--- config.mk ---
export PLATFORM = sky130hd
export DESIGN_NAME = sbf_ctrl
export DESIGN_NICKNAME = d
export VERILOG_FILES = /design/src/rtl/sbf_pkg.sv /design/src/rtl/sbf_ctrl.sv
export VERILOG_INCLUDE_DIRS = /design/src /design/src/rtl
export SDC_FILE = /design/constraint.sdc
export NUM_CORES = 1
export LEC_CHECK = 0
export ABC_CLOCK_PERIOD_IN_PS = 900
export BUFFER_PORTS_ARGS = -buffer_cell sky130_fd_sc_hd__buf_2
export CAP_MARGIN = 40
export CORE_AREA = 5 5 42 44
export DETAILED_ROUTE_END_ITERATION = 8
export DIE_AREA = 0 0 47 49
export GPL_TIMING_DRIVEN = 0
export HOLD_SLACK_MARGIN = 0.15
export PLACE_DENSITY = 0.36
export SYNTH_ARGS = -nofsm -noshare
export SYNTH_HDL_FRONTEND = slang
export SYNTH_SLANG_ARGS = --single-unit
export TNS_END_PERCENT = 20
--- constraint.sdc ---
create_clock -name clk_i -period 0.9 [get_ports clk_i]
set_input_delay 0.045 -clock clk_i [delete_from_list [all_inputs] [get_ports clk_i]]
set_output_delay 0.045 -clock clk_i [all_outputs]
set_load 0.01 [all_outputs]
--- src/rtl/assert_macros.svh ---
`ifndef ASSERT_MACROS_SVH
`define ASSERT_MACROS_SVH
`ifndef SYNTHESIS
`define ASSERT_IMPL(label, ante, cons) \
  label: assert property (@(posedge clk_i) disable iff (!rst_ni) (ante) |-> (cons)) \
    else $error("assertion failed");
`define ASSERT_NEXT(label, ante, cons) \
  label: assert property (@(posedge clk_i) disable iff (!rst_ni) (ante) |=> (cons)) \
    else $error("assertion failed");
`else
`define ASSERT_IMPL(label, ante, cons)
`define ASSERT_NEXT(label, ante, cons)
`endif
`endif

--- src/rtl/sbf_pkg.sv ---
`timescale 1ns / 1ps
package sbf_pkg;
  localparam int unsigned SCREEN_WIDTH_DEF  = 320;
  localparam int unsigned SCREEN_HEIGHT_DEF = 240;
  localparam int unsigned PALETTE_SIZE_DEF  = 16;
  localparam int unsigned CMD_W    = 2;
  localparam int unsigned POSX_W   = 10;
  localparam int unsigned POSY_W   = 9;
  localparam int unsigned PIX_W    = 4;
  localparam int unsigned RGB_W    = 24;
  localparam int unsigned CFG_IDX_W  = 3;
  localparam int unsigned CFG_DATA_W = 9;
  localparam logic [1:0] CMD_DRAW  = 2'd0;
  localparam logic [1:0] CMD_CLEAR = 2'd1;
  localparam logic [1:0] CMD_READ  = 2'd2;
  localparam logic [1:0] CMD_PAL   = 2'd3;
  localparam logic [2:0] REG_WIDTH  = 3'd0;
  localparam logic [2:0] REG_HEIGHT = 3'd1;
  localparam logic [2:0] REG_FLIPH  = 3'd2;
  localparam logic [2:0] REG_FLIPV  = 3'd3;
  localparam logic [2:0] REG_BG     = 3'd4;

  typedef struct packed {
    logic start;
    logic clear_step;
    logic rmw_write;
    logic finish;
  } sbf_cmd_t;

  typedef struct packed {
    logic clear_last;
  } sbf_stat_t;

  function automatic logic [23:0] init_palette(input logic [3:0] i);
    logic [23:0] c;
    case (i)
      4'd0: c = 24'h000000;  4'd1: c = 24'h000000;
      4'd2: c = 24'h888888;  4'd3: c = 24'h3239BF;
      4'd4: c = 24'hAE7ADE;  4'd5: c = 24'h213D4C;
      4'd6: c = 24'h255F90;  4'd7: c = 24'h5294E4;
      4'd8: c = 24'h79D9EA;  4'd9: c = 24'h3B7A53;
      4'd10: c = 24'h4AD5AB; 4'd11: c = 24'h382E25;
      4'd12: c = 24'h7F4600; 4'd13: c = 24'hCCAB68;
      4'd14: c = 24'hE4DEBC; default: c = 24'hFFFFFF;
    endcase
    return c;
  endfunction
endpackage

--- src/rtl/sbf_ctrl.sv ---
`timescale 1ns / 1ps
`include "assert_macros.svh"
module sbf_ctrl (
  input  logic               clk_i,
  input  logic               rst_ni,
  input  logic               in_valid_i,
  input  logic [1:0]         in_cmd_i,
  input  logic               res_busy_i,
  input  sbf_pkg::sbf_stat_t stat_i,
  output logic               in_ready_o,
  output sbf_pkg::sbf_cmd_t  cmd_o
);
  import sbf_pkg::*;

  typedef enum logic [1:0] {S_INIT, S_IDLE, S_CLEAR, S_WORK} state_e;
  state_e state_q, state_d;

  assign in_ready_o = (state_q == S_IDLE) && !res_busy_i;

  always_comb begin
    state_d = state_q;
    cmd_o = '0;
    case (state_q)
      S_INIT: begin
        cmd_o.clear_step = 1'b1;
        if (stat_i.clear_last) state_d = S_IDLE;
      end
      S_IDLE: begin
        if (in_valid_i && in_ready_o) begin
          cmd_o.start = 1'b1;
          state_d = (in_cmd_i == CMD_CLEAR) ? S_CLEAR : S_WORK;
        end
      end
      S_CLEAR: begin
        cmd_o.clear_step = 1'b1;
        if (stat_i.clear_last) begin
          cmd_o.finish = 1'b1;
          state_d = S_IDLE;
        end
      end
      S_WORK: begin
        cmd_o.rmw_write = 1'b1;
        cmd_o.finish = 1'b1;
        state_d = S_IDLE;
      end
      default: state_d = S_IDLE;
    endcase
  end

  always_ff @(posedge clk_i or negedge rst_ni) begin
    if (!rst_ni) state_q <= S_INIT;
    else state_q <= state_d;
  end

  `ASSERT_IMPL(a_ready_idle, in_ready_o, state_q == S_IDLE)
  `ASSERT_NEXT(a_start_leaves, cmd_o.start, state_q != S_IDLE)
  `ASSERT_IMPL(a_one_op, cmd_o.start, !cmd_o.clear_step && !cmd_o.finish)
endmodule

==> results.json <==
{
  "drt_iter0_drc": 1,
  "crit_cells": 3,
  "synth-seq-cells": 2,
  "hold_path_class": "in2reg",
  "start_util": 0.0839,
  "clk_path_buf_depth": 2,
  "stdcell_area_um2": 298,
  "leakage_nw": 0.156,
  "min_period_over_period": 1.21,
  "io_pins": 12,
  "antennaDiodeCount": 0,
  "cp_top_family": "flip-flops",
  "holdBufCountCts": 3,
  "layout_common_cells": "8 x buf_2, 4 x buf_6, 3 x clkbuf_4, 3 x dlygate4sd3_1",
  "final_common_cell": "buf_2",
  "hold_viol_final": 0,
  "globalplace.congestion": 0.683,
  "antenna_found_initial": 0,
  "synthCells": 11,
  "die_area_mm2": 0.00230,
  "wirelength_um": 531,
  "grt-ovfl-total": 0,
  "drt_pre_antenna_iters": 4,
  "grt_pass1_vias": 218,
  "reg_top3": "state_q: 2 flops",
  "clkSinkCount": 2,
  "cp.buffers_inverters": 2,
  "grt_pass1_wl_um": 883,
  "yosys_warnings": 0,
  "cts_buffers": 3,
  "synth_cell_type_count": 10,
  "fmax_ghz": 0.919,
  "end_kind": "primary output",
  "grt_use_total": 0.0564,
  "cts_tree": "done",
  "rsz0062_at_grt": "yes",
  "clock_latency_ns": 0.22,
  "layout_setup_ws_ns": -0.188,
  "wire_per_inst_um": 11.3,
  "crit_required_ns": 0.85,
  "slew_viol_final": 0,
  "drive_above_1_share": 0.710,
  "r2r_cells": 3,
  "fp.dieW_um": 47,
  "htree_levels": 1,
  "hold_start": "stat_i",
  "powerDensity_mw_per_mm2": 1380,
  "max_stage_delay_ns": 0.39,
  "arrival_ns": 1.04,
  "largest_reg_flops": 2,
  "clk_pin_slew_worst_paths_ns": 0.03,
  "critPathLaunch": "state_q[1]",
  "setup_viol": 7,
  "slowest_stage": "dfrtp_1",
  "worst_clock_skew_ns": 0.00115,
  "root_buffer": "clkbuf_4",
  "top_register": "state_q",
  "grt_max_degree": 6,
  "drtAntennaViolNets": 0,
  "whs_path_depth": 3,
  "fin_nets": 40,
  "seq_area_frac_synth": 0.426,
  "max-slew-margin-rel": 0.864,
  "vdd_drop_max_mv": 0.332,
  "core-area_mm2": 0.00140,
  "vias": 169,
  "violations": "setup timing",
  "dp_slack_ns": -0.0256,
  "chipHeight_um": 49,
  "status": "finished with violations",
  "maxCapViolations": 0,
  "crit_fanout": 3,
  "crit_chain": "buf_4 > and2_2 > buf_6",
  "worstSetupPathType": "reg2out",
  "vias_per_cell": 3.60,
  "place_area_um2": 193,
  "synthesis.area_per_instance_um2": 10.7,
  "portBuffers": 11,
  "rows": 14,
  "drc": 0,
  "period_needed_ns": 1.09,
  "r2r_start": "state_q[0]",
  "synthesis.nets": 18,
  "area_growth_syn_to_layout_pct": 153,
  "synth_area_um2": 118,
  "worst_pin_slew_ns": 0.205,
  "cp-start-kind": "flop"
}
synthesized netlist by cell type:
library cell | count | share of area
nor3_1 | 1 | 0.043
inv_1 | 1 | 0.032
and4bb_4 | 1 | 0.14
and2_2 | 1 | 0.064
a21o_1 | 1 | 0.064
a21oi_1 | 1 | 0.043
nor2_1 | 1 | 0.032
and4bb_1 | 1 | 0.11
dfrtp_1 | 2 | 0.43
nor2b_1 | 1 | 0.053
metal layers:
metal  up-vias  share of wire  global-route usage
li1         79              -                   -
met1        79           0.44              0.0551
met2        11           0.42              0.0792
met3         0           0.14              0.0295
met4         0              0              0.0553
met5         -              0                   0
layout make-up:
type | instances | area, um^2
Sequential cell | 2 | 50.0
Inverter | 1 | 3.75
Tap cell | 16 | 20.0
Timing Repair Buffer | 17 | 130
Fill cell | 163 | 1100
Multi-Input combinational cell | 8 | 71.3
Clock buffer | 3 | 22.5
cell families after synthesis:
group / synth area share
AND/OR/NAND/NOR: 0.436
flip-flops: 0.426
AO/OA/AOI/OAI: 0.106
buffers and inverters: 0.0319
per-stage QoR:
step           total power [W]   util  setup TNS (ns)  instances  hold slack [ns]
5_1_grt               0.000431  0.213           -1.18         47            0.139
2_1_floorplan         0.000136      -        -0.00442         11           -0.251
3_3_place_gp          0.000169  0.138               0         38           -0.167
6_report              0.000410  0.213          -0.948         47           0.0973
3_5_place_dp          0.000171  0.138         -0.0380         38           -0.169
4_1_cts               0.000417  0.210           -1.00         47           0.0963
worst paths after layout:
| kind | end | slack (ns) |
|---|---|---|
| setup / recovery | cmd_o[1] | -0.19 |
| hold / removal | state_q[0] | 0.1 |
| setup reg to reg | state_q[1] | -0.16 |
| hold reg to reg | state_q[1] | 0.63 |
| max in group asynchronous | state_q[0] | 0.11 |
| min in group asynchronous | state_q[1] | 0.69 |
worst register-to-register path: stages (launching register included):
cell and delay, ns:
dfrtp_1 0.43, and4bb_4 0.24, buf_4 0.13, a21o_1 0.14
report_power, final:
| group | total (W) | switching (W) | internal (W) |
|---|---|---|---|
| logic | 0.000108 | 0.0000390 | 0.0000695 |
| registers | 0.000104 | 0.00000733 | 0.0000963 |
| clock network | 0.000198 | 0.0000513 | 0.000147 |
what timing repair did:
action / 4_1_cts / 5_1_grt
gates resized for setup: 6 / 1
gates cloned: 0 / 0
endpoints found under the setup margin: 5 / 7
buffers inserted: 3 / 0
pin swaps: 2 / 2
hold endpoints to repair: 3 / 1
Note: power is estimated with default switching activity, not from simulation.
